### config.mk
export PLATFORM = sky130hd
export DESIGN_NAME = nrsa_front
export DESIGN_NICKNAME = d
export VERILOG_FILES = /design/src/sv/nrsa_pkg.sv /design/src/sv/nrsa_front.sv
export SDC_FILE = /design/constraint.sdc
export NUM_CORES = 1
export LEC_CHECK = 0
export BUFFER_PORTS_ARGS = -buffer_cell sky130_fd_sc_hd__buf_4
export CAP_MARGIN = 20
export CELL_PAD_IN_SITES_DETAIL_PLACEMENT = 0
export CELL_PAD_IN_SITES_GLOBAL_PLACEMENT = 1
export CORE_UTILIZATION = 24
export DETAILED_ROUTE_END_ITERATION = 7
export MAX_ROUTING_LAYER = met4
export PLACE_DENSITY_LB_ADDON = 0.1
export REMOVE_ABC_BUFFERS = 1
export SYNTH_ARGS = -nofsm -noshare
export SYNTH_HDL_FRONTEND = slang
export SYNTH_SLANG_ARGS = --single-unit
### constraint.sdc
create_clock -name vclk -period 2.6
set_input_delay 0.26 -clock vclk [all_inputs]
set_output_delay 0.26 -clock vclk [all_outputs]
set_load 0.02 [all_outputs]
### src/sv/nrsa_pkg.sv
package nrsa_pkg;

   // frame geometry
   localparam int MAX_DIM    = 4096;
   localparam int DIM_W      = 13;
   localparam int COORD_W    = 12;
   localparam int FRAC_W     = 20;
   localparam int SCALE_FRAC = 10;
   localparam int SC_W       = DIM_W + SCALE_FRAC;
   localparam int LUMA_W     = 24;
   localparam int CHROMA_W   = 23;
   localparam int ROT_W      = 2;

   // control register map
   localparam int CSR_IDX_W = 3;
   localparam logic [CSR_IDX_W-1:0] REG_SRC_WIDTH     = 3'd0;
   localparam logic [CSR_IDX_W-1:0] REG_SRC_HEIGHT    = 3'd1;
   localparam logic [CSR_IDX_W-1:0] REG_SCREEN_WIDTH  = 3'd2;
   localparam logic [CSR_IDX_W-1:0] REG_SCREEN_HEIGHT = 3'd3;
   localparam logic [CSR_IDX_W-1:0] REG_ROTATION      = 3'd4;

   // rotation codes
   localparam logic [ROT_W-1:0] ROT_NONE = 2'd0;
   localparam logic [ROT_W-1:0] ROT_90   = 2'd1;
   localparam logic [ROT_W-1:0] ROT_180  = 2'd2;
   localparam logic [ROT_W-1:0] ROT_270  = 2'd3;

   // queue between front and back
   localparam int QUEUE_DEPTH = 4;
   localparam int QPTR_W      = $clog2(QUEUE_DEPTH);
   localparam int QCNT_W      = $clog2(QUEUE_DEPTH + 1);

   // settled geometry shared by front and back
   typedef struct packed {
      logic [DIM_W-1:0]   w;
      logic [DIM_W-1:0]   h;
      logic [DIM_W-1:0]   sw;
      logic [ROT_W-1:0]   rot;
      logic [DIM_W-1:0]   scw;
      logic [DIM_W-1:0]   sch;
      logic [COORD_W-1:0] stx;
      logic [COORD_W-1:0] sty;
      logic               area_ok;
      logic               ready;
   } geom_type;

   // one classified pixel on its way to the back end
   typedef struct packed {
      logic [COORD_W-1:0] dx;
      logic [COORD_W-1:0] dy;
      logic [COORD_W-1:0] ox;
      logic [COORD_W-1:0] oy;
      logic               in_area;
      logic               chroma;
   } item_type;

endpackage

### src/sv/nrsa_front.sv
module nrsa_front import nrsa_pkg::*; (
   input  logic               req_valid,
   output logic               req_ready,
   input  logic [COORD_W-1:0] req_scaled_col,
   input  logic [COORD_W-1:0] req_scaled_row,
   input  geom_type           geom,
   input  logic               queue_full,
   output logic               push,
   output item_type           item
);

   assign req_ready = geom.ready & ~queue_full;
   assign push      = req_valid & req_ready;

   // classify the pixel and place it on the screen
   always_comb begin
      item.dx      = req_scaled_col;
      item.dy      = req_scaled_row;
      item.ox      = geom.stx + req_scaled_col;
      item.oy      = geom.sty + req_scaled_row;
      item.in_area = geom.area_ok
                     && ({1'b0, req_scaled_col} < geom.scw)
                     && ({1'b0, req_scaled_row} < geom.sch);
      item.chroma  = item.in_area & ~req_scaled_col[0] & ~req_scaled_row[0];
   end

endmodule

== Yosys cells after proc, flatten, opt, wreduce, memory -nomap -nowiden ==
Index checks and enable logic that the tools add are counted.

* Register bits: 0
* Bits in latches: 0
* Bits in writable memories: 0
* Bits in read-only memories: 0
* Bits of input ports: 119
* Output and inout bits: 52
* Memories kept: 0

* Add/subtract/negate cells: 2
* Multipliers: 0
* Divide/modulo/power cells: 0
* Order comparisons: 2
* Equality and inequality tests: 0
* Shift-type cells: 0
* Muxes and demuxes: 0
* Bitwise gates (word level): 7
* Reduce and logical (&&, ||, !) cells: 2

{| class="wikitable"
|+ Operator list
! cell !! number
|-
| $lt 12x13->1 || 2
|-
| $add 12x12->12 || 2
|-
| $and 1x1->1 || 4
|-
| $not 1->1 || 3
|-
| $logic_and 1x1->1 || 2
|}

== Logic depth before layout (Yosys ltp) ==
* Depth in word-level cells: 5
* Gate-level depth with buffers: 7
* Depth with buffers taken out: 7

== Worst setup path after synthesis ==
Ideal clock, no wire load.

* Kind: input to output
* Start point: input req_scaled_col[0]
* End point: output item[24] (netlist bit)
* Data arrival time: 2.009 ns
* Required time: 2.340 ns
* Setup slack: 0.331 ns
* Stages: 7
* Buffers on the path: 0
* Cells stage by stage: ha_1 -> fa_1 -> a21oi_1 -> o21ai_0 -> o22ai_2 -> or4b_1 -> o211ai_1

{| class="wikitable"
|+ RTL lines
! what !! line !! source
|-
| start: declaration || nrsa_front.sv:4 || <nowiki>input logic [COORD_W-1:0] req_scaled_col,</nowiki>
|-
| end: declaration || nrsa_front.sv:9 || <nowiki>output item_type item</nowiki>
|}

==> results.yml <==
place:
  place_inst: 444
  portBuffers: 130
  gp_congestion: 0.846
  dpl.hpwl_um: 4800
floorplan:
  io_pins: 171
  start_util: 0.254
  die-area_mm2: 0.00768
  row_count: 30
  die_w_um: 87.6
  chipHeight_um: 87.6
  fp.coreArea_mm2: 0.00694
grt:
  met1_usage: 0.154
  grtUsageMet3: 0.00377
  grt_pass1_wl_um: 8010
  first_global_vias: 1884
  use_met2: 0.251
  gr-total-overflow: 0
  grtUsageTotal: 0.129
  antenna_found_initial: 0
  grt_max_degree: 8
  grt_busiest_layer: "met2"
synthesis:
  muxShareOfSynthArea: 0.00640
  syn_area_mm2: 0.00176
  synthAdderAreaFrac: 0.335
  synth.area.top_cells: "ha_1, buf_4, inv_1"
  synth_seq_area_share: 0
  netlist_instances: 238
  yosys.area_share.simple: 0.171
  yosysTopAreaCell: "ha_1"
  yosys_warnings: 0
  yosysTopAreaCellShare: 0.313
  synth_top_family_by_area: "adder cells"
  syn_avg_cell_area_um2: 7.40
  synthXorXnorAreaFrac: 0.0796
  synth.distinct_cells: 41
  synth_most_common_cell: "ha_1"
  synthTopCellsByCount: "ha_1, inv_1, buf_4, a21oi_1, nor2_1"
  synth-compound-area-share: 0.245
route:
  drc: 0
  drt_iter0_markers: 20
  drt_pass1_iterations: 4
  routedWlPerCell_um: 11.8
  postRouteAntennaNets: 0
  vias_per_cell: 4.50
  vias: 1997
  drt_wl_total_um: 5220
setup_path:
  crit_type: "in2out"
  critPathArrivalTime_ns: 2.25
  crit_path_max_fanout: 4
  crit_required_ns: 2.34
  cp-endpoint: "item[12]"
  cp-end-kind: "output port"
  startpoint: "req_scaled_row[0]"
  startpoint_type: "input port"
status:
  status: "complete, no violations"
timing:
  timing.fmax_mhz: 399
  worstMarginPinSlew_ns: 0.582
  slew_headroom: 0.602
  rsz0062_at_grt: "no"
  finalMaxSlewViolations: 0
  finalSetupViolCount: 0
  min_period_over_period: 0.964
  finalCriticalPeriod_ns: 2.51
  fin_tns_setup_ns: 0
  finalHoldViolCount: 0
power_and_ir_drop:
  p_switching_mw: 0.362
  max-vdd-ir-drop_v: 0.000139
  p_comb_frac: 1.000
  power_switching_share: 0.512
  p_int_mw: 0.345
  pwr-share-clk: 0
  p_per_area_mw_per_mm2: 261
  p_leak_nw: 1.47
  p_seq_frac: 0
cells_and_area:
  drive_above_1_share: 0.397
  area_growth_syn_to_layout_pct: 53.9
  diodes: 0
  register_area_um2: 0
  fin_util: 0.390
  nNetsFinal: 515
  layout.cells.non_filler: 444
  nFlopsAndLatches: 0
  clkbuf_count: 0
run:
  max_cap_violations: 0
clock_network:
  cts_setup_buffers: 0
worst_hold_path:
  min_path_type: "in2out"
[worst min-delay path by stage]
stage | from | endpoint | cells after the start
after detailed placement | req_scaled_col[0] | item[38] | 2
after global placement | req_scaled_col[0] | item[38] | 2
after floorplan | req_scaled_row[0] | item[26] | 0
after CTS | req_scaled_row[5] | item[31] | 2
final | req_scaled_row[4] | item[30] | 2
after global routing | req_scaled_col[0] | item[38] | 2
[critical path, stage by stage]
cell and delay, ns:
buf_4 0.12, ha_1 0.23, fa_1 0.41, a21oi_1 0.19
o21ai_0 0.16, o22a_1 0.25, or4_1 0.41, nand3_1 0.08
buf_4 0.14
[per-layer routing]
layer | wire length [µm] | share of wire
met1 | 2250 | 0.43
met3 | 224 | 0.043
met4 | 19 | 0.0036
met2 | 2720 | 0.52
met5 | 0 | 0
[through the flow]
step / worst slack, ns / cell area, µm² / hold WS, ns / power (mW)
global route: 0.0160 / 2710 / 0.753 / 0.779
finish: 0.0927 / 2710 / 0.747 / 0.707
floorplan: 0.331 / 1580 / 0.520 / 0.372
detailed placement: 0.0475 / 2710 / 0.749 / 0.712
CTS: 0.0283 / 2710 / 0.749 / 0.715
global placement: 0.0575 / 2710 / 0.749 / 0.710
[final cells by class]
| type | count | area (µm²) |
|---|---|---|
| fill | 759 | 4230 |
| multi-input combinational | 186 | 1480 |
| timing repair buffer | 134 | 1010 |
| tap | 96 | 120 |
| inverter | 28 | 105 |
[layout by cell type (no fill, tap or decap), types with 3 or more instances in the layout]
cell type and instances:
nor2_1 15, nor4_1 3, buf_4 134, or4_1 3, nand4_1 4, o21a_1 6
nand3_1 3, o21bai_1 3, inv_1 28, nor3_1 4, a21oi_1 19, nand2_1 12
o21ai_0 12, xor2_1 7, nor2b_1 3, ha_1 44, a2111oi_0 3, a21o_1 5
xnor2_1 9, a211oi_1 3
[cell families after synthesis]
| logic type | after synthesis |
|---|---|
| AO/OA/AOI/OAI | 66 |
| AND/OR/NAND/NOR | 57 |
| buffers and inverters | 52 |
| adder cells (fa/ha/maj) | 46 |
| XOR/XNOR | 16 |
| multiplexers | 1 |
[power groups by stage]
| stage | logic (mW) | clock network, mW | registers (mW) |
|---|---|---|---|
| floorplan | 0.372 | 0 | 0 |
| global placement | 0.710 | 0 | 0 |
| detailed placement | 0.712 | 0 | 0 |
| CTS | 0.715 | 0 | 0 |
| global route | 0.779 | 0 | 0 |
| finish | 0.707 | 0 | 0 |
[repair_timing]
action	CTS	global route
hold buffers	0	0
setup endpoints to repair	0	1
gates resized for setup	0	2
(Power assumes the default switching activity.)
