--- src/sv/nrsa_pkg.sv ---
package nrsa_pkg;

   // frame geometry
   localparam int MAX_DIM    = 4096;
   localparam int DIM_W      = 13;
   localparam int COORD_W    = 12;
   localparam int FRAC_W     = 20;
   localparam int SCALE_FRAC = 10;
   localparam int SC_W       = DIM_W + SCALE_FRAC;
   localparam int LUMA_W     = 24;
   localparam int CHROMA_W   = 23;
   localparam int ROT_W      = 2;

   // control register map
   localparam int CSR_IDX_W = 3;
   localparam logic [CSR_IDX_W-1:0] REG_SRC_WIDTH     = 3'd0;
   localparam logic [CSR_IDX_W-1:0] REG_SRC_HEIGHT    = 3'd1;
   localparam logic [CSR_IDX_W-1:0] REG_SCREEN_WIDTH  = 3'd2;
   localparam logic [CSR_IDX_W-1:0] REG_SCREEN_HEIGHT = 3'd3;
   localparam logic [CSR_IDX_W-1:0] REG_ROTATION      = 3'd4;

   // rotation codes
   localparam logic [ROT_W-1:0] ROT_NONE = 2'd0;
   localparam logic [ROT_W-1:0] ROT_90   = 2'd1;
   localparam logic [ROT_W-1:0] ROT_180  = 2'd2;
   localparam logic [ROT_W-1:0] ROT_270  = 2'd3;

   // queue between front and back
   localparam int QUEUE_DEPTH = 4;
   localparam int QPTR_W      = $clog2(QUEUE_DEPTH);
   localparam int QCNT_W      = $clog2(QUEUE_DEPTH + 1);

   // settled geometry shared by front and back
   typedef struct packed {
      logic [DIM_W-1:0]   w;
      logic [DIM_W-1:0]   h;
      logic [DIM_W-1:0]   sw;
      logic [ROT_W-1:0]   rot;
      logic [DIM_W-1:0]   scw;
      logic [DIM_W-1:0]   sch;
      logic [COORD_W-1:0] stx;
      logic [COORD_W-1:0] sty;
      logic               area_ok;
      logic               ready;
   } geom_type;

   // one classified pixel on its way to the back end
   typedef struct packed {
      logic [COORD_W-1:0] dx;
      logic [COORD_W-1:0] dy;
      logic [COORD_W-1:0] ox;
      logic [COORD_W-1:0] oy;
      logic               in_area;
      logic               chroma;
   } item_type;

endpackage

--- src/sv/nrsa_setup.sv ---
module nrsa_setup import nrsa_pkg::*; (
   input  logic                 clock,
   input  logic                 reset,
   input  logic                 csr_we,
   input  logic [CSR_IDX_W-1:0] csr_index,
   input  logic [DIM_W-1:0]     csr_wdata,
   output geom_type             geom
);

   localparam logic [2:0] ST_START = 3'd0;
   localparam logic [2:0] ST_DIV_X = 3'd1;
   localparam logic [2:0] ST_DIV_Y = 3'd2;
   localparam logic [2:0] ST_FIT   = 3'd3;
   localparam logic [2:0] ST_FIN   = 3'd4;
   localparam logic [2:0] ST_DONE  = 3'd5;

   localparam int CNT_W = $clog2(SC_W);
   localparam logic [CNT_W-1:0] LAST_STEP = CNT_W'(SC_W - 1);

   function automatic logic [DIM_W-1:0] eff_size(input logic [DIM_W-1:0] raw);
      logic [DIM_W-1:0] v;
      v = (raw > DIM_W'(MAX_DIM)) ? DIM_W'(MAX_DIM) : raw;
      return {v[DIM_W-1:1], 1'b0};
   endfunction

   logic [DIM_W-1:0] src_w_ff, src_h_ff, scr_w_ff, scr_h_ff;
   logic [ROT_W-1:0] rot_ff;
   logic [2:0]       state_ff, state_in;
   logic [SC_W-1:0]  num_ff, num_in;
   logic [DIM_W-1:0] rem_ff, rem_in;
   logic [DIM_W-1:0] div_ff, div_in;
   logic [CNT_W-1:0] cnt_ff, cnt_in;
   logic [SC_W-1:0]  scx_ff, scx_in, scy_ff, scy_in;
   logic [DIM_W-1:0] scw_ff, scw_in, sch_ff, sch_in;
   logic [COORD_W-1:0] stx_ff, stx_in, sty_ff, sty_in;
   logic             area_ok_ff, area_ok_in;

   logic [DIM_W-1:0] w, h, sw, sh, lw, lh;
   logic [DIM_W:0]   rem2, rem_sub;
   logic             ge;
   logic [SC_W-1:0]  sc, quot;
   logic [SC_W+DIM_W-1:0] prod_w, prod_h;
   logic [DIM_W-1:0] diff_x, diff_y;

   // effective sizes and the rotated source frame
   always_comb begin
      w  = eff_size(src_w_ff);
      h  = eff_size(src_h_ff);
      sw = eff_size(scr_w_ff);
      sh = eff_size(scr_h_ff);
      lw = rot_ff[0] ? h : w;
      lh = rot_ff[0] ? w : h;
   end

   // shared restoring divider step, quotient shifts into num
   always_comb begin
      rem2    = {rem_ff, num_ff[SC_W-1]};
      rem_sub = rem2 - {1'b0, div_ff};
      ge      = rem2 >= {1'b0, div_ff};
      quot    = {num_ff[SC_W-2:0], ge};
   end

   // fit sizes and centring
   always_comb begin
      sc     = (scx_ff < scy_ff) ? scx_ff : scy_ff;
      prod_w = sc * lw;
      prod_h = sc * lh;
      diff_x = sw - scw_ff;
      diff_y = sh - sch_ff;
   end

   // setup sequencer
   always_comb begin
      state_in   = state_ff;
      num_in     = num_ff;
      rem_in     = rem_ff;
      div_in     = div_ff;
      cnt_in     = cnt_ff;
      scx_in     = scx_ff;
      scy_in     = scy_ff;
      scw_in     = scw_ff;
      sch_in     = sch_ff;
      stx_in     = stx_ff;
      sty_in     = sty_ff;
      area_ok_in = area_ok_ff;
      unique case (state_ff)
         ST_START: begin
            area_ok_in = 1'b0;
            if (w == '0 || h == '0 || sw == '0 || sh == '0) begin
               state_in = ST_DONE;
            end else begin
               num_in   = {sw, {SCALE_FRAC{1'b0}}};
               div_in   = lw;
               rem_in   = '0;
               cnt_in   = '0;
               state_in = ST_DIV_X;
            end
         end
         ST_DIV_X, ST_DIV_Y: begin
            rem_in = ge ? rem_sub[DIM_W-1:0] : rem2[DIM_W-1:0];
            num_in = quot;
            cnt_in = cnt_ff + 1'b1;
            if (cnt_ff == LAST_STEP) begin
               cnt_in = '0;
               rem_in = '0;
               if (state_ff == ST_DIV_X) begin
                  scx_in   = quot;
                  num_in   = {sh, {SCALE_FRAC{1'b0}}};
                  div_in   = lh;
                  state_in = ST_DIV_Y;
               end else begin
                  scy_in   = quot;
                  state_in = ST_FIT;
               end
            end
         end
         ST_FIT: begin
            scw_in   = {prod_w[SC_W-1:SCALE_FRAC+1], 1'b0};
            sch_in   = {prod_h[SC_W-1:SCALE_FRAC+1], 1'b0};
            state_in = ST_FIN;
         end
         ST_FIN: begin
            stx_in     = {diff_x[DIM_W-1:2], 1'b0};
            sty_in     = {diff_y[DIM_W-1:2], 1'b0};
            area_ok_in = (scw_ff != '0) && (sch_ff != '0);
            state_in   = ST_DONE;
         end
         ST_DONE: begin
            state_in = ST_DONE;
         end
         default: begin
            state_in = ST_START;
         end
      endcase
      if (csr_we) begin
         state_in = ST_START;
      end
   end

   // control registers
   always_ff @(posedge clock) begin
      if (reset) begin
         src_w_ff <= DIM_W'(1280);
         src_h_ff <= DIM_W'(720);
         scr_w_ff <= DIM_W'(480);
         scr_h_ff <= DIM_W'(800);
         rot_ff   <= ROT_NONE;
      end else if (csr_we) begin
         case (csr_index)
            REG_SRC_WIDTH:     src_w_ff <= csr_wdata;
            REG_SRC_HEIGHT:    src_h_ff <= csr_wdata;
            REG_SCREEN_WIDTH:  scr_w_ff <= csr_wdata;
            REG_SCREEN_HEIGHT: scr_h_ff <= csr_wdata;
            REG_ROTATION:      rot_ff   <= csr_wdata[ROT_W-1:0];
            default: ;
         endcase
      end
   end

   // sequencer state
   always_ff @(posedge clock) begin
      if (reset) begin
         state_ff   <= ST_START;
         area_ok_ff <= 1'b0;
      end else begin
         state_ff   <= state_in;
         area_ok_ff <= area_ok_in;
      end
   end

   // divider and geometry datapath
   always_ff @(posedge clock) begin
      num_ff <= num_in;
      rem_ff <= rem_in;
      div_ff <= div_in;
      cnt_ff <= cnt_in;
      scx_ff <= scx_in;
      scy_ff <= scy_in;
      scw_ff <= scw_in;
      sch_ff <= sch_in;
      stx_ff <= stx_in;
      sty_ff <= sty_in;
   end

   assign geom = '{w: w, h: h, sw: sw, rot: rot_ff, scw: scw_ff, sch: sch_ff,
                   stx: stx_ff, sty: sty_ff, area_ok: area_ok_ff,
                   ready: (state_ff == ST_DONE)};

endmodule

--- config.mk ---
export PLATFORM = sky130hd
export DESIGN_NAME = nrsa_setup
export DESIGN_NICKNAME = d
export VERILOG_FILES = /design/src/sv/nrsa_pkg.sv /design/src/sv/nrsa_setup.sv
export SDC_FILE = /design/constraint.sdc
export NUM_CORES = 1
export LEC_CHECK = 0
export ABC_AREA = 1
export ABC_CLOCK_PERIOD_IN_PS = 7050
export BUFFER_PORTS_ARGS = -buffer_cell sky130_fd_sc_hd__buf_2
export CAP_MARGIN = 0
export CORE_MARGIN = 2
export CORE_UTILIZATION = 58
export DETAILED_ROUTE_END_ITERATION = 12
export PLACE_DENSITY = 0.78
export SLEW_MARGIN = 20
export SYNTH_ARGS = -nofsm -noshare
export SYNTH_HDL_FRONTEND = slang
export SYNTH_SLANG_ARGS = --single-unit
--- constraint.sdc ---
create_clock -name clock -period 7.05 [get_ports clock]
set_clock_uncertainty 0.15 [all_clocks]
set_input_delay 0.3525 -clock clock [delete_from_list [all_inputs] [get_ports clock]]
set_output_delay 0.3525 -clock clock [all_outputs]
set_load 0.005 [all_outputs]
* Word-level counts from Yosys, hierarchy flattened
Cells that the tools add are included.
** Word-level totals
- Word-level logic and storage cells :: 96
- Bits in registers :: 204
- Output and inout port bits :: 93
- Bits of input ports :: 19
** Cells by class
- Bitwise gates (word level) :: 1
- Multiply operators :: 2
- Equality and inequality tests :: 13
- Multiplexer cells :: 27
- $lt $le $gt $ge :: 6
- Reduce and logical (&&, ||, !) cells :: 26
- $add $sub $neg :: 4
** Operators by type and width (count)
- 2-to-1 mux 13 bit :: 12
- 2-to-1 mux 23 bit :: 4
- > comparator 13 bit (second input constant) :: 4
- logical NOT 13 bit :: 4
- case mux 13 bit (2 select lines) :: 2
- multiplier 23 x 13 -> 23 bit :: 2
- case mux 23 bit (2 select lines) :: 1
- subtractor 13 bit :: 3
- nonzero test 13 bit :: 2
- < comparator 23 bit :: 1
- >= comparator 14 x 13 -> 1 bit :: 1
- == test 3 x 2 -> 1 bit (second input constant) :: 4
- case mux 3 bit (4 select lines) :: 1
- AND reduction 2 bit :: 6
- 2-to-1 mux 5 bit :: 2
- case mux 5 bit (2 select lines) :: 1
- == test 3 bit (second input constant) :: 3
- == test 3 x 1 -> 1 bit (second input constant) :: 2
- logical NOT 3 bit :: 2
- 2-to-1 mux 3 bit :: 2
- inequality test 2 bit (second input constant) :: 3
- AND reduction 3 bit :: 2
- OR reduction 2 bit :: 3
- adder 5 x 1 -> 5 bit (second input constant) :: 1
- other kinds (8) :: 11

* Logic depth before layout (Yosys ltp)
- Word-level depth :: 8
- Mapped depth :: 42
- Mapped depth without buffers :: 39

* Worst setup path before layout
Ideal clock, no wire load.
- Path kind :: reg2reg
- Start :: register scx_ff[18]
- End :: register sch_ff[11] (data pin)
- Required time :: 6.642 ns
- Library setup time :: 0.258 ns
- Setup slack :: 0.372 ns
- Cell stages (with the launch flop) :: 34
- Buffers on the path :: 3
- Data arrival time :: 6.270 ns
- Clock period less this slack :: 6.678 ns
- Cell sequence :: edfxtp_1 -> ha_1 -> nand2_1 -> inv_1 -> nand2_1 -> nand2_1 -> a21oi_2 -> nand3_4 -> buf_6 -> buf_2 -> nand2_1 -> o21ai_2 -> inv_1 -> buf_2 -> nand2_1 -> fa_1 -> inv_1 -> fa_1 -> inv_1 -> fa_1 -> inv_1 -> fa_1 -> inv_1 -> fa_1 -> inv_1 -> ha_1 -> a21oi_1 -> o21ai_0 -> a31oi_1 -> o21ai_0 -> a21o_1 -> nand2_1 -> nand3_1 -> xor2_1
** On the way
- Cells in the longest elaborated chain, start to end :: 3
** Ends and longest elaborated chain
- from (decl) :: RTL line nrsa_setup.sv:33 : logic [SC_W-1:0] scx_ff, scx_in, scy_ff, scy_in;
- from (signal assigned) :: RTL line nrsa_setup.sv:177 : scx_ff <= scx_in;
- < comparator 23 bit :: RTL line nrsa_setup.sv:65 : sc = (scx_ff < scy_ff) ? scx_ff : scy_ff;
- 2-to-1 mux 23 bit (*) :: RTL line nrsa_setup.sv:65
- multiplier 23 x 13 -> 23 bit (*) :: RTL line nrsa_setup.sv:67 : prod_h = sc * lh;
- named net prod_h[21] :: RTL line nrsa_setup.sv:42 : logic [SC_W+DIM_W-1:0] prod_w, prod_h;
- to (signal assigned) :: RTL line nrsa_setup.sv:180 : sch_ff <= sch_in;
- to (decl) :: RTL line nrsa_setup.sv:34 : logic [DIM_W-1:0] scw_ff, scw_in, sch_ff, sch_in;
The timed path passes the listed nets; every way through them passes the cells marked *.
A chain may end at the register's enable or synchronous reset.

* Worst setup path after layout
- Start :: register scx_ff[18]
- End :: register sch_ff[2] (data pin)
** On the way
- Cells in the longest elaborated chain, start to end :: 3
** Ends and longest elaborated chain (RTL line)
- < comparator 23 bit :: nrsa_setup.sv:65
- 2-to-1 mux 23 bit :: nrsa_setup.sv:65
- multiplier 23 x 13 -> 23 bit :: nrsa_setup.sv:67
- named net prod_h[12] :: nrsa_setup.sv:42
The timed path passes the listed nets, and every way through them passes these cells.

==> results.yml <==
logic_synthesis:
  synth_top_area_frac: 0.254
  synthAdderAreaFrac: 0.346
  synth-compound-area-share: 0.0752
  synth_cell_types: 50
  synthSimpleGateAreaFrac: 0.175
  synth_xor_area_frac: 0.0269
  synth_ff_type: "edfxtp_1"
  synth_top_family_by_area: "adder cells"
  ys_ff_latch: 203
  syn_area_sq_mm: 0.0218
  synthMuxAreaShare: 0
  synth_top_cells_by_area: "fa_1, edfxtp_1, inv_1"
  synth_edf_count: 145
  avgSynthCellArea_sq_um: 8.26
  syn_inst: 2639
  yosys.area.top_type: "fa_1"
  ys_seq_area_frac: 0.253
  async_flop_share: 0
  ys_warn_count: 0
final_layout:
  nets: 3252
  layout_commonest_cell: "inv_1"
  drive_gt1_frac: 0.112
  diodes: 0
  mostFrequentLayoutCells: "inv_1, nand2_1, fa_1, nor2_1, ha_1"
  nFillCells: 3171
  fin_cells: 3284
  final_util: 0.651
  syn_to_final_growth_pct: 11.3
grt:
  grt_pass1_vias: 18100
  antenna_found_initial: 1
  grt_usage: 0.338
  grt_pass1_wl_um: 100000
  grt_overflow: 0
  grt_max_degree: 40
sta:
  period_minus_slack_ns: 6.81
  final.period_utilization: 0.966
  finalHoldViolations: 0
  fin_ws_ns: 0.243
  fmax_mhz: 147
  maxSlewViolCount: 0
  worst_slew_pin_slew_ns: 1.02
  slew_headroom: 0.319
  setup_viol: 0
routing:
  vias: 18400
  wl_um: 65300
  wl_met2_um: 29400
  ant_nets: 0
  drcViolationCount: 0
  met3_length_um: 6710
  top_layer: "met4"
  viasPerCell: 5.60
  wl_per_cell_um: 19.9
  wl_met1_um: 26300
  drt_pass1_iterations: 6
  first_iter_violations: 2030
die:
  die-area_sq_mm: 0.0392
  fp.coreArea_sq_mm: 0.0373
  top_level_ports: 112
  die_height_um: 198
  die_w_um: 198
  num_rows: 71
  initial_core_util: 0.584
clock_network:
  clk_latency_ns: 0.51
  h-tree-depth: 1
  clk_pin_slew_worst_paths_ns: 0.07
  clockBufferDepth: 3
  root_buffer: "clkbuf_16"
  cts_inserted_buffers: 20
  cts_tree: "done"
  cts.sinks: 203
placed_design:
  dpl_worst_slack_ns: -0.0911
  placedCellCount: 3223
  gp_congestion: 0.982
  dp_hpwl_um: 52900
  numPortBuffers: 104
status:
  status: "finished clean"
hold_path:
  hold_end: "scr_w_ff[5]"
  whs_path_depth: 3
  hold_class: "input port to flip-flop"
  min_from: "csr_wdata[5]"
critical_path:
  path_class: "flip-flop to flip-flop"
  slowest_delay_ns: 0.55
  end_kind: "flip-flop"
  path_max_fanout: 7
  r2r_setup_slack_ns: 0.24
  rr_startpoint: "scx_ff[18]"
  cpMostUsedCell: "inv_1"
  cp.required_ns: 7.12
  cp.arrival_ns: 6.87
  ff2ff_path_depth: 28
  worstSetupStartpointType: "flip-flop"
  cp_slowest_cell: "fa_1"
  regToRegEndpoint: "sch_ff[2]"
power:
  leakage_uw: 0.0120
  vdd_ir_drop_max_mv: 0.246
  powerDensity_mw_per_mm2: 223
  totalPowerFinal_uw: 5420
flow_run:
  maxCapViolCount: 0
==> per-layer routing <==
metal	vias up	track usage
met5	-	0
met4	0	0.129
met3	162	0.0731
met2	926	0.526
met1	8888	0.466
li1	8408	-
==> worst max-delay path by stage <==
stage / end / startpoint / cells after the start / slack [ns]
after CTS: scw_ff[12] / scx_ff[18] / 34 / 0.05
final: sch_ff[2] / scx_ff[18] / 28 / 0.24
after global placement: scw_ff[12] / scx_ff[18] / 34 / -0.04
after global routing: sch_ff[12] / scx_ff[18] / 39 / -0.06
after detailed placement: scw_ff[12] / scx_ff[18] / 34 / -0.09
after floorplan: sch_ff[11] / scx_ff[18] / 33 / 0.37
==> registers in the layout, indices dropped and copies added, names as in the netlist <==
register / cells
area_ok_ff: 1
cnt_ff: 5
div_ff: 12
num_ff: 23
rem_ff: 13
rot_ff: 2
sch_ff: 12
scr_h_ff: 13
scr_w_ff: 13
scw_ff: 12
scx_ff: 23
scy_ff: 23
src_h_ff: 13
src_w_ff: 13
state_ff: 3
stx_ff: 11
sty_ff: 11
==> synth_stat cells, types with 44 or more instances <==
cell type	count
o21ai_0	98
fa_1	277
inv_1	597
xor2_1	44
nand3_1	84
a21oi_1	121
edfxtp_1	145
nor2_1	230
dfxtp_1	58
nand2_1	563
clkbuf_1	47
ha_1	160
==> power breakdown <==
part	switching [uW]	leakage [uW]	total [uW]	internal [uW]
sequential	19.4	0.00193	1430	1410
clock	470	0.000336	1130	659
combinational	1810	0.00978	2860	1050
==> final cells by class <==
cell class	count	area, sq um	area share
Tap cell	474	593	0.0244
Clock inverter	12	145	0.00598
Clock buffer	24	537	0.0221
Inverter	616	2330	0.0960
Sequential cell	203	5520	0.227
Multi-Input combinational cell	1746	13800	0.568
Timing Repair Buffer	209	1370	0.0563
==> kinds of logic after synthesis <==
| group | after synthesis |
|---|---|
| AO/OA/AOI/OAI | 293 |
| XOR/XNOR | 67 |
| adder cells (fa/ha/maj) | 437 |
| buffers and inverters | 698 |
| flip-flops | 203 |
| other | 1 |
| AND/OR/NAND/NOR | 940 |
==> per-stage QoR <==
step           hold WS [ns]  instance area, sq um  TNS [ns]
6_report             0.0193                 24300         0
5_1_grt              0.0258                 24300    -0.221
4_1_cts            0.000174                 23900         0
3_5_place_dp          0.296                 23200    -0.127
3_3_place_gp          0.288                 23200   -0.0399
2_1_floorplan         0.272                 21800         0
==> critical path: cells and delay by family, from the launching register on <==
family	cells	cell delay, ns
buffers and inverters	9	1.08
and+or+nand+nor	5	0.49
DFF	1	0.42
AOI/OAI and AO/OA	6	1.39
adders and majority gates	7	2.66
xor gates and xnor gates	1	0.34
==> what timing repair did <==
action	in CTS	in global routing
buffers inserted	0	22
gates resized for setup	4	45
endpoints found under the setup margin	8	21
hold endpoints to repair	5	0
hold buffers	2	0
pin swaps	1	8
gates cloned	1	1
(Power assumes the default switching activity.)
