## src/sv/nrsa_pkg.sv

```systemverilog
package nrsa_pkg;

   // frame geometry
   localparam int MAX_DIM    = 4096;
   localparam int DIM_W      = 13;
   localparam int COORD_W    = 12;
   localparam int FRAC_W     = 20;
   localparam int SCALE_FRAC = 10;
   localparam int SC_W       = DIM_W + SCALE_FRAC;
   localparam int LUMA_W     = 24;
   localparam int CHROMA_W   = 23;
   localparam int ROT_W      = 2;

   // control register map
   localparam int CSR_IDX_W = 3;
   localparam logic [CSR_IDX_W-1:0] REG_SRC_WIDTH     = 3'd0;
   localparam logic [CSR_IDX_W-1:0] REG_SRC_HEIGHT    = 3'd1;
   localparam logic [CSR_IDX_W-1:0] REG_SCREEN_WIDTH  = 3'd2;
   localparam logic [CSR_IDX_W-1:0] REG_SCREEN_HEIGHT = 3'd3;
   localparam logic [CSR_IDX_W-1:0] REG_ROTATION      = 3'd4;

   // rotation codes
   localparam logic [ROT_W-1:0] ROT_NONE = 2'd0;
   localparam logic [ROT_W-1:0] ROT_90   = 2'd1;
   localparam logic [ROT_W-1:0] ROT_180  = 2'd2;
   localparam logic [ROT_W-1:0] ROT_270  = 2'd3;

   // queue between front and back
   localparam int QUEUE_DEPTH = 4;
   localparam int QPTR_W      = $clog2(QUEUE_DEPTH);
   localparam int QCNT_W      = $clog2(QUEUE_DEPTH + 1);

   // settled geometry shared by front and back
   typedef struct packed {
      logic [DIM_W-1:0]   w;
      logic [DIM_W-1:0]   h;
      logic [DIM_W-1:0]   sw;
      logic [ROT_W-1:0]   rot;
      logic [DIM_W-1:0]   scw;
      logic [DIM_W-1:0]   sch;
      logic [COORD_W-1:0] stx;
      logic [COORD_W-1:0] sty;
      logic               area_ok;
      logic               ready;
   } geom_type;

   // one classified pixel on its way to the back end
   typedef struct packed {
      logic [COORD_W-1:0] dx;
      logic [COORD_W-1:0] dy;
      logic [COORD_W-1:0] ox;
      logic [COORD_W-1:0] oy;
      logic               in_area;
      logic               chroma;
   } item_type;

endpackage

```

## src/sv/nrsa_queue.sv

```systemverilog
module nrsa_queue import nrsa_pkg::*; (
   input  logic     clock,
   input  logic     reset,
   input  logic     push,
   input  item_type push_item,
   input  logic     pop,
   output item_type pop_item,
   output logic     full,
   output logic     empty
);

   item_type          slot_ff [QUEUE_DEPTH];
   logic [QPTR_W-1:0] wr_ptr_ff, rd_ptr_ff;
   logic [QCNT_W-1:0] count_ff;

   assign full     = (count_ff == QCNT_W'(QUEUE_DEPTH));
   assign empty    = (count_ff == '0);
   assign pop_item = slot_ff[rd_ptr_ff];

   // pointers and fill level
   always_ff @(posedge clock) begin
      if (reset) begin
         wr_ptr_ff <= '0;
         rd_ptr_ff <= '0;
         count_ff  <= '0;
      end else begin
         if (push) wr_ptr_ff <= wr_ptr_ff + 1'b1;
         if (pop)  rd_ptr_ff <= rd_ptr_ff + 1'b1;
         count_ff <= count_ff + QCNT_W'(push) - QCNT_W'(pop);
      end
   end

   // storage
   always_ff @(posedge clock) begin
      if (push) slot_ff[wr_ptr_ff] <= push_item;
   end

   a_no_overflow: assert property (@(posedge clock) disable iff (reset)
      !(push && full && !pop)) else $error("queue overflow");
   a_no_underflow: assert property (@(posedge clock) disable iff (reset)
      !(pop && empty)) else $error("queue underflow");
   a_level_bound: assert property (@(posedge clock) disable iff (reset)
      count_ff <= QCNT_W'(QUEUE_DEPTH)) else $error("queue level out of range");

endmodule

```

## config.mk

```make
export PLATFORM = sky130hd
export DESIGN_NAME = nrsa_queue
export DESIGN_NICKNAME = d
export VERILOG_FILES = /design/src/sv/nrsa_pkg.sv /design/src/sv/nrsa_queue.sv
export SDC_FILE = /design/constraint.sdc
export NUM_CORES = 1
export LEC_CHECK = 0
export ABC_CLOCK_PERIOD_IN_PS = 2900
export BUFFER_PORTS_ARGS = -buffer_cell sky130_fd_sc_hd__buf_2
export CAP_MARGIN = 25
export CORE_UTILIZATION = 45
export DETAILED_ROUTE_END_ITERATION = 7
export HOLD_SLACK_MARGIN = 0.03
export PLACE_DENSITY_LB_ADDON = 0.2
export SLEW_MARGIN = 20
export SYNTH_ARGS = -nofsm -noshare
export SYNTH_HDL_FRONTEND = slang
export SYNTH_SLANG_ARGS = --single-unit
```

## constraint.sdc

```tcl
create_clock -name clock -period 2.9 [get_ports clock]
set_input_delay 0.145 -clock clock [delete_from_list [all_inputs] [get_ports clock]]
set_output_delay 0.145 -clock clock [all_outputs]
set_load 0.01 [all_outputs]
```

After elaboration in Yosys (flattened, before gate mapping)
Memories as Yosys holds them, arrays and structs flattened. A register that Yosys moved wholly into a read port is not among the register bits.
Cells that the tools add are included.

storage, ports and cells
  register bits after elaboration = 7
  RAM bits = 200
  input port bits = 54
  output and inout bits = 52
  logic and storage cells = 14
  memories = 1

memory list
  name     depth  width  read ports  clocked after Yosys merged registers in  write ports  line              text
  slot_ff  4      50     1           1                                        1            nrsa_queue.sv:12  item_type slot_ff [QUEUE_DEPTH];

operators by class
  add/sub/neg operators = 4
  eq/ne operators = 1
  mux-type cells = 4
  reduce and logical (&&, ||, !) cells = 1

operators with widths
  operator                                                       number
  2-bit by 1-bit adder with 2-bit output, second input constant  2
  2-bit two-way mux                                              2
  3-bit by 1-bit adder with 3-bit output                         1
  3-bit == test, second input constant                           1
  3-bit zero test                                                1
  3-bit by 1-bit subtractor with 3-bit output                    1
  1-bit two-way mux                                              2

Depth between registers and ports, before layout
Gate-level depths: netlist (run 1).

  word-level depth = 3
  depth in mapped cells = 7
  gate-level depth less buffers = 7

Worst setup path before layout (run 1)
Ideal clock, no wire load.

  path kind = reg-to-reg
  start = register wr_ptr_ff[0]
  end = memory slot_ff[2][0] (netlist bit), enable pin
  setup time = 413 ps
  arrival time = 1,734 ps
  data required time = 2,487 ps
  setup slack = 753 ps
  cell stages (with the launch flop) = 4
  buffers on the path = 0
  clock period less this slack = 2,147 ps
  cell sequence = dfxtp_1 inv_1 ha_1 and2_1

RTL lines
  element                   line              text
  start: declaration        nrsa_queue.sv:13  logic [QPTR_W-1:0] wr_ptr_ff, rd_ptr_ff;
  start signal: assignment  nrsa_queue.sv:27  if (push) wr_ptr_ff <= wr_ptr_ff + 1'b1;
  end: declaration          nrsa_queue.sv:12

No word-level cell before the write port.

==> results of run 1 <==
-- per-stage QoR --
step	setup slack (ps)	instances	utilization
2_1_floorplan	753	304	-
3_3_place_gp	1120	627	0.512
3_5_place_dp	1080	627	0.512
4_1_cts	660	718	0.583
5_1_grt	620	718	0.583
6_report	726	718	0.583
-- routing by layer --
metal  part of all wire  up-vias
met5                  0        -
li1                   -     1643
met2               0.51       78
met4              0.020        0
met3              0.042       23
met1               0.42     1879
-- cells in the mapped netlist, drive strengths merged --
master  instances  area [sq um]
a21bo           1          10.0
a21oi           1          5.00
and2            4          25.0
and3            1          6.26
buf            12           140
dfxtp           9           180
edfxtp        200          6010
fa              1          20.0
ha              6          75.1
inv             6          22.5
mux2i           1          10.0
mux4           50          1130
nand3b          1          7.51
nor2            5          18.8
nor2b           2          12.5
nor3            1          5.00
xnor2           2          17.5
xor3            1          23.8
-- state kept, by name, indices dropped and copies added (netlist names), named ones only --
register,count
rd_ptr_ff,2
wr_ptr_ff,2
slot_ff,200
count_ff,3
-- power by group through the flow --
stage	Sequential, mW	Combinational, mW	Clock, mW
2_1_floorplan	3.56	0.430	0
3_3_place_gp	3.58	0.658	0
3_5_place_dp	3.59	0.667	0
4_1_cts	3.52	0.726	2.62
5_1_grt	3.53	0.769	2.73
6_report	3.52	0.709	2.55
-- final cells by class --
type                       count  area, sq um
clock inverter                13          113
inverter                       6         22.5
fill                        1235         6940
clock buffer                  25          541
timing repair buffer         168         1190
multi-input combinational     77         1370
tap                          220          275
sequential                   209         6190
-- cell families (layout without fill, tap and decap cells) --
group                      Yosys count  count (layout)  synth area share
muxes                               51              51             0.147
buffers and inverters               18             212            0.0211
and+or+nand+nor                     14              14           0.00974
xor gates and xnor gates             3               3           0.00535
AOI/OAI and AO/OA                    2               2           0.00195
adders and majority gates            7               7            0.0123
DFF                                209             209             0.802
-- cells in the final DEF, fill, tap and decap left out --
| cell type | instances |
|---|---|
| sky130_fd_sc_hd__edfxtp_1 | 200 |
| sky130_fd_sc_hd__buf_2 | 105 |
| sky130_fd_sc_hd__dlygate4sd3_1 | 53 |
| sky130_fd_sc_hd__mux4_2 | 50 |
| sky130_fd_sc_hd__clkbuf_16 | 21 |
| sky130_fd_sc_hd__clkinv_1 | 7 |
| sky130_fd_sc_hd__dfxtp_1 | 7 |
| sky130_fd_sc_hd__inv_1 | 6 |
| sky130_fd_sc_hd__ha_1 | 6 |
| sky130_fd_sc_hd__nor2_1 | 5 |
| sky130_fd_sc_hd__buf_12 | 5 |
| sky130_fd_sc_hd__buf_4 | 5 |
| sky130_fd_sc_hd__and2_2 | 4 |
| sky130_fd_sc_hd__clkbuf_1 | 4 |
| sky130_fd_sc_hd__nor2b_1 | 2 |
| sky130_fd_sc_hd__xnor2_1 | 2 |
| sky130_fd_sc_hd__clkinv_2 | 2 |
| sky130_fd_sc_hd__bufinv_16 | 2 |
| sky130_fd_sc_hd__nor3_1 | 1 |
| sky130_fd_sc_hd__and3_1 | 1 |
| sky130_fd_sc_hd__a21bo_2 | 1 |
| sky130_fd_sc_hd__nand3b_1 | 1 |
| sky130_fd_sc_hd__a21oi_1 | 1 |
| sky130_fd_sc_hd__mux2i_1 | 1 |
| sky130_fd_sc_hd__xor3_1 | 1 |
| sky130_fd_sc_hd__fa_1 | 1 |
| sky130_fd_sc_hd__dfxtp_4 | 1 |
| sky130_fd_sc_hd__dfxtp_2 | 1 |
| sky130_fd_sc_hd__inv_6 | 1 |
| sky130_fd_sc_hd__clkinvlp_4 | 1 |
-- how the worst max path moves through the flow --
stage | startpoint | to | cells after the start
4_1_cts | flip-flop | pop_item[48] | 3
6_report | flip-flop | pop_item[48] | 3
3_5_place_dp | wr_ptr_ff[1]$_SDFFE_PP0P_ | slot_ff[1][14]$_DFFE_PP_ | 4
2_1_floorplan | wr_ptr_ff[0]$_SDFFE_PP0P_ | slot_ff[2][0]$_DFFE_PP_ | 3
5_1_grt | flip-flop | pop_item[24] | 3
3_3_place_gp | wr_ptr_ff[0]$_SDFFE_PP0P_ | slot_ff[1][14]$_DFFE_PP_ | 3
-- what timing repair did --
item	CTS	global route
hold buffers	53	0
hold endpoints to repair	209	0
buffers inserted	0	0
resized for setup	0	0
-- critical path: stages, from the launching register on --
cell                      delay [ps]
sky130_fd_sc_hd__dfxtp_2         700
sky130_fd_sc_hd__buf_12          300
sky130_fd_sc_hd__mux4_2          350
sky130_fd_sc_hd__buf_2           160
==> flow_results.xml, run 1 <==
<?xml version="1.0" encoding="UTF-8"?>
<metrics>
  <group name="status">
    <metric name="status" unit="">finished clean</metric>
  </group>
  <group name="placement">
    <metric name="detailed_place.area" unit="sq um">8520</metric>
    <metric name="port_buffers" unit="">105</metric>
    <metric name="dp_hpwl" unit="um">8070</metric>
    <metric name="place_congestion" unit="">0.665</metric>
  </group>
  <group name="drt">
    <metric name="detail_route.vias_per_cell" unit="">5.05</metric>
    <metric name="antenna_violating_nets_remaining" unit="">0</metric>
    <metric name="routed-via-count" unit="">3623</metric>
    <metric name="avgRoutedWirePerCell" unit="um">18.8</metric>
    <metric name="drc_violations_left" unit="">0</metric>
    <metric name="detail_route.first_pass.iterations" unit="">4</metric>
    <metric name="drt-total-wl" unit="um">13500</metric>
    <metric name="drt_iter0_drc" unit="">218</metric>
  </group>
  <group name="power">
    <metric name="max-vdd-ir-drop" unit="uV">464</metric>
    <metric name="clock_power_share" unit="">0.377</metric>
    <metric name="share_comb_of_total_power" unit="">0.104</metric>
    <metric name="p_per_area" unit="nW/um^2">699</metric>
    <metric name="post-layout-total-power" unit="mW">6.78</metric>
    <metric name="p_int" unit="mW">5.34</metric>
    <metric name="sequentialPowerShare" unit="">0.519</metric>
    <metric name="proportion_of_total_power_due_to_net_switching" unit="">0.213</metric>
    <metric name="leakage_component_of_the_power" unit="nW">3.34</metric>
    <metric name="p_sw" unit="mW">1.44</metric>
  </group>
  <group name="timing">
    <metric name="hold_ws" unit="ps">407</metric>
    <metric name="worst_pin_slew" unit="ps">672</metric>
    <metric name="maxSlewViolCount" unit="">0</metric>
    <metric name="finalClockSkew" unit="ps">13.2</metric>
    <metric name="headroom_to_the_max_slew_limit" unit="">0.552</metric>
    <metric name="finalWorstPathRequiredPeriod" unit="ps">2170</metric>
    <metric name="setup_viol_count_final" unit="">0</metric>
    <metric name="timing.fmax" unit="MHz">460</metric>
    <metric name="unrepaired_setup_endpoints_after_global_routing" unit="">no</metric>
    <metric name="period_utilization_post_route" unit="">0.750</metric>
    <metric name="tns" unit="ps">0</metric>
    <metric name="final-hold-violation-count" unit="">0</metric>
  </group>
  <group name="setup_path">
    <metric name="worst_setup_path_end_kind" unit="">primary output</metric>
    <metric name="reg2reg_slack" unit="ps">1120</metric>
    <metric name="critPathLaunchType" unit="">flip-flop</metric>
    <metric name="rr_startpoint" unit="">wr_ptr_ff[0]$_SDFFE_PP0P_</metric>
    <metric name="reg2reg_depth" unit="">3</metric>
    <metric name="crit_fanout" unit="">31</metric>
    <metric name="setup.worst_path.class" unit="">reg2out</metric>
    <metric name="cp.arrival" unit="ps">2030</metric>
    <metric name="worst_ep_required_time" unit="ps">2760</metric>
    <metric name="regToRegEndpoint" unit="">slot_ff[1][32]$_DFFE_PP_</metric>
  </group>
  <group name="global_route">
    <metric name="groute.layer.met3.usage" unit="">0.0287</metric>
    <metric name="grt.met2_usage" unit="">0.268</metric>
    <metric name="vias_in_the_first_global_route" unit="">3781</metric>
    <metric name="gr-max-usage-layer" unit="">met2</metric>
    <metric name="antenna_found_initial" unit="">0</metric>
    <metric name="grt_usage" unit="">0.156</metric>
    <metric name="grt.overflow.total" unit="">0</metric>
    <metric name="grt.met1_usage" unit="">0.204</metric>
    <metric name="grt_start_max_net_pins" unit="">51</metric>
    <metric name="global_route_wire_length_before_repair" unit="um">21000</metric>
  </group>
  <group name="layout">
    <metric name="finalInstanceArea" unit="sq um">9700</metric>
    <metric name="layout-drive-gt1-share" unit="">0.400</metric>
    <metric name="fin_nets" unit="">544</metric>
    <metric name="area_growth_syn_to_layout" unit="%">25.8</metric>
    <metric name="antenna_cells" unit="">0</metric>
  </group>
  <group name="synthesis">
    <metric name="syn_avg_cell_area" unit="sq um">25.4</metric>
    <metric name="ys_seq_area_frac" unit="">0.802</metric>
    <metric name="synth-seq-cells" unit="">209</metric>
    <metric name="synth_cell_type_count" unit="">21</metric>
    <metric name="synth-warning-count" unit="">0</metric>
    <metric name="syn_nets" unit="">365</metric>
    <metric name="post_synth_instance_area" unit="sq um">7710</metric>
    <metric name="synthesis.instances" unit="">304</metric>
  </group>
  <group name="hold_path">
    <metric name="class_of_the_worst_hold_path" unit="">in2reg</metric>
    <metric name="worst_hold_path.endpoint" unit="">slot_ff[3][18]$_DFFE_PP_</metric>
    <metric name="min_path_cells" unit="">2</metric>
    <metric name="holdCritStartpoint" unit="">push_item[18]</metric>
  </group>
  <group name="clocking">
    <metric name="clkSinkCount" unit="">209</metric>
    <metric name="cts.clk_slew.worst_paths" unit="ps">60</metric>
    <metric name="clock_tree.buffer_depth" unit="">3</metric>
    <metric name="source_to_sink_clock_delay_at_the_later_pin_of_the_worst_skew_pair" unit="ps">490</metric>
    <metric name="cts_tree" unit="">yes</metric>
    <metric name="numCtsBuffers" unit="">21</metric>
    <metric name="cts-root-buf" unit="">sky130_fd_sc_hd__clkbuf_16</metric>
    <metric name="number_of_levels_the_h_tree_was_split_into" unit="">1</metric>
  </group>
  <group name="die">
    <metric name="die_x" unit="um">133</metric>
    <metric name="die_area" unit="sq um">17700</metric>
    <metric name="core_region_area" unit="sq um">16600</metric>
    <metric name="core.rowCount" unit="">47</metric>
    <metric name="y_dimension_of_the_die" unit="um">133</metric>
    <metric name="initial_core_utilization" unit="">0.463</metric>
    <metric name="pin_count" unit="">106</metric>
  </group>
  <group name="job">
    <metric name="max_cap_violation_count" unit="">0</metric>
  </group>
</metrics>
Power figures use the tool's default switching activity.
==> inputs of run 2 (changes only) <==
ABC_CLOCK_PERIOD_IN_PS = 2000   (was 2900)
clock period = 2 ns   (was 2.9 ns; I/O delays follow)
==> run 2 against run 1 <==
First-iteration DRC count increased by 15%. Hold slack got worse by 43 ps. Non-clock buffer count increased by 3. Sequential cell count unchanged. Clock power increased by 40%. Highest routed layer unchanged. Via count increased by 0.14%. Die area unchanged. Sequential power increased by 45%. Utilization increased by 0.45 points. Critical path type unchanged.
==> flow_results.xml, run 2 (synthesis gave the netlist of run 1 again) <==
<?xml version="1.0" encoding="UTF-8"?>
<metrics>
  <group name="drt">
    <metric name="drt-total-wl" unit="um">13300</metric>
    <metric name="avgRoutedWirePerCell" unit="um">18.5</metric>
    <metric name="detail_route.vias_per_cell" unit="">5.03</metric>
    <metric name="routed-via-count" unit="">3628</metric>
    <metric name="detail_route.first_pass.iterations" unit="">4</metric>
    <metric name="antenna_violating_nets_remaining" unit="">0</metric>
    <metric name="drc_violations_left" unit="">0</metric>
    <metric name="drt_iter0_drc" unit="">250</metric>
  </group>
  <group name="power">
    <metric name="leakage_component_of_the_power" unit="nW">3.38</metric>
    <metric name="max-vdd-ir-drop" unit="uV">583</metric>
    <metric name="p_per_area" unit="nW/um^2">999</metric>
  </group>
  <group name="global_route">
    <metric name="grt.met1_usage" unit="">0.203</metric>
    <metric name="antenna_found_initial" unit="">0</metric>
    <metric name="gr-max-usage-layer" unit="">met2</metric>
    <metric name="groute.layer.met3.usage" unit="">0.0318</metric>
    <metric name="grt.met2_usage" unit="">0.271</metric>
    <metric name="grt_start_max_net_pins" unit="">29</metric>
    <metric name="vias_in_the_first_global_route" unit="">3926</metric>
    <metric name="grt.overflow.total" unit="">0</metric>
    <metric name="global_route_wire_length_before_repair" unit="um">21100</metric>
    <metric name="grt_usage" unit="">0.158</metric>
  </group>
  <group name="setup_path">
    <metric name="cp_slowest_cell" unit="">sky130_fd_sc_hd__mux4_2</metric>
    <metric name="crit_fanout" unit="">28</metric>
    <metric name="setup.worst_path.class" unit="">reg2out</metric>
    <metric name="worstPathCellList" unit="">buf_16, mux4_2, buf_6</metric>
    <metric name="cp.arrival" unit="ps">1840</metric>
    <metric name="cp_top_family" unit="">multiplexers</metric>
    <metric name="worst_setup_path_end_kind" unit="">primary output</metric>
    <metric name="cp_slowest_stage_delay" unit="ps">560</metric>
    <metric name="critPathLaunchType" unit="">flip-flop</metric>
    <metric name="worst_ep_required_time" unit="ps">1900</metric>
    <metric name="critical_path.n_buffers_inverters" unit="">2</metric>
  </group>
  <group name="timing">
    <metric name="headroom_to_the_max_slew_limit" unit="">0.710</metric>
    <metric name="timing.fmax" unit="MHz">517</metric>
    <metric name="finalWorstPathRequiredPeriod" unit="ps">1940</metric>
    <metric name="maxSlewViolCount" unit="">0</metric>
    <metric name="unrepaired_setup_endpoints_after_global_routing" unit="">yes</metric>
    <metric name="setup_viol_count_final" unit="">0</metric>
    <metric name="final-hold-violation-count" unit="">0</metric>
    <metric name="period_utilization_post_route" unit="">0.968</metric>
    <metric name="finalClockSkew" unit="ps">11.2</metric>
    <metric name="worst_pin_slew" unit="ps">435</metric>
  </group>
  <group name="layout">
    <metric name="top_register" unit="">slot_ff</metric>
    <metric name="multi_input_comb_area" unit="sq um">1370</metric>
    <metric name="layout-drive-gt1-share" unit="">0.403</metric>
    <metric name="most_common_cell_after_layout_fill_and_taps_aside" unit="">sky130_fd_sc_hd__edfxtp_1</metric>
    <metric name="finalCoreUtilization" unit="">0.588</metric>
    <metric name="layout.filler_cells" unit="">1240</metric>
    <metric name="fin_nets" unit="">547</metric>
    <metric name="area_growth_syn_to_layout" unit="%">26.8</metric>
    <metric name="sequential_cell_area" unit="sq um">6190</metric>
    <metric name="most_frequent_cells_in_the_layout" unit="">sky130_fd_sc_hd__edfxtp_1, sky130_fd_sc_hd__buf_2, sky130_fd_sc_hd__dlygate4sd3_1</metric>
    <metric name="stdcell_count" unit="">721</metric>
    <metric name="antenna_cells" unit="">0</metric>
    <metric name="largest_reg_flops" unit="">200</metric>
    <metric name="largestRegisters" unit="">slot_ff: 200 flops, count_ff: 3 flops</metric>
  </group>
  <group name="clocking">
    <metric name="numCtsBuffers" unit="">21</metric>
    <metric name="source_to_sink_clock_delay_at_the_later_pin_of_the_worst_skew_pair" unit="ps">490</metric>
    <metric name="cts.clk_slew.worst_paths" unit="ps">60</metric>
    <metric name="cts-root-buf" unit="">sky130_fd_sc_hd__clkbuf_16</metric>
    <metric name="clock_tree.buffer_depth" unit="">3</metric>
    <metric name="cts_tree" unit="">yes</metric>
    <metric name="clkSinkCount" unit="">209</metric>
    <metric name="number_of_levels_the_h_tree_was_split_into" unit="">1</metric>
  </group>
  <group name="die">
    <metric name="y_dimension_of_the_die" unit="um">133</metric>
    <metric name="die_area" unit="sq um">17700</metric>
    <metric name="core.rowCount" unit="">47</metric>
    <metric name="core_region_area" unit="sq um">16600</metric>
    <metric name="die_x" unit="um">133</metric>
    <metric name="pin_count" unit="">106</metric>
    <metric name="initial_core_utilization" unit="">0.463</metric>
  </group>
  <group name="hold_path">
    <metric name="class_of_the_worst_hold_path" unit="">in2reg</metric>
  </group>
  <group name="placement">
    <metric name="port_buffers" unit="">105</metric>
    <metric name="place_congestion" unit="">0.677</metric>
    <metric name="cell_total_after_placement" unit="">629</metric>
    <metric name="dp_hpwl" unit="um">7520</metric>
  </group>
  <group name="job">
    <metric name="max_cap_violation_count" unit="">0</metric>
  </group>
  <group name="status">
    <metric name="status" unit="">finished clean</metric>
  </group>
</metrics>
## run 2: cell count changes in the layout (fill, tap and decap cells not counted), moves of 3 or more
cell and change:
sky130_fd_sc_hd__buf_4 +5, sky130_fd_sc_hd__clkinv_2 +3, sky130_fd_sc_hd__buf_2 -17, sky130_fd_sc_hd__buf_12 -4
sky130_fd_sc_hd__clkinv_1 -3, sky130_fd_sc_hd__buf_6 +17
## run 2: timing repair
item / CTS / global route
setup endpoints to repair: 0 / 24
hold buffers: 54 / 0
endpoints found under the hold margin: 209 / 0
resized for setup: 0 / 18
setup buffers: 0 / 0
## run 2: power by group
group	internal, mW	switching [mW]	total, mW
registers	5.03	0.0599	5.09
clock network	2.07	1.51	3.58
logic	0.590	0.514	1.10
total	7.69	2.08	9.77
## run 2: per-layer routing
layer / routed length [um] / part of all wire
met5: 0 / 0
met4: 182 / 0.014
met3: 749 / 0.056
met2: 6860 / 0.51
met1: 5540 / 0.42
## run 2: final timing paths
check                                          startpoint                         to  slack [ps]  cells after the start
worst max-delay path                            flip-flop               pop_item[30]          60                      3
worst min-delay path                         push_item[9]    slot_ff[3][9]$_DFFE_PP_         360                      2
worst max register to register     count_ff[0]$_SDFF_PP0_     count_ff[2]$_SDFF_PP0_         250                      7
worst min register to register  wr_ptr_ff[1]$_SDFFE_PP0P_  wr_ptr_ff[1]$_SDFFE_PP0P_         560                      2
## run 2: layout make-up
| type | instances | area share |
|---|---|---|
| Clock buffer | 27 | 0.0560 |
| Inverter | 6 | 0.00230 |
| Timing Repair Buffer | 171 | 0.132 |
| Multi-Input combinational cell | 77 | 0.140 |
| Sequential cell | 209 | 0.633 |
| Clock inverter | 11 | 0.00806 |
| Tap cell | 220 | 0.0282 |
## run 2: through the flow
step	total power, mW	hold WS [ps]	worst slack (ps)	TNS (ps)	area, sq um
after floorplan	5.79	172	336	0	7720
after global placement	6.13	309	298	0	8500
after detailed placement	6.16	317	240	0	8500
after CTS	9.84	344	10.1	0	9660
after global routing	10.1	359	-22.4	-167	9780
final	9.77	363	64.0	0	9780
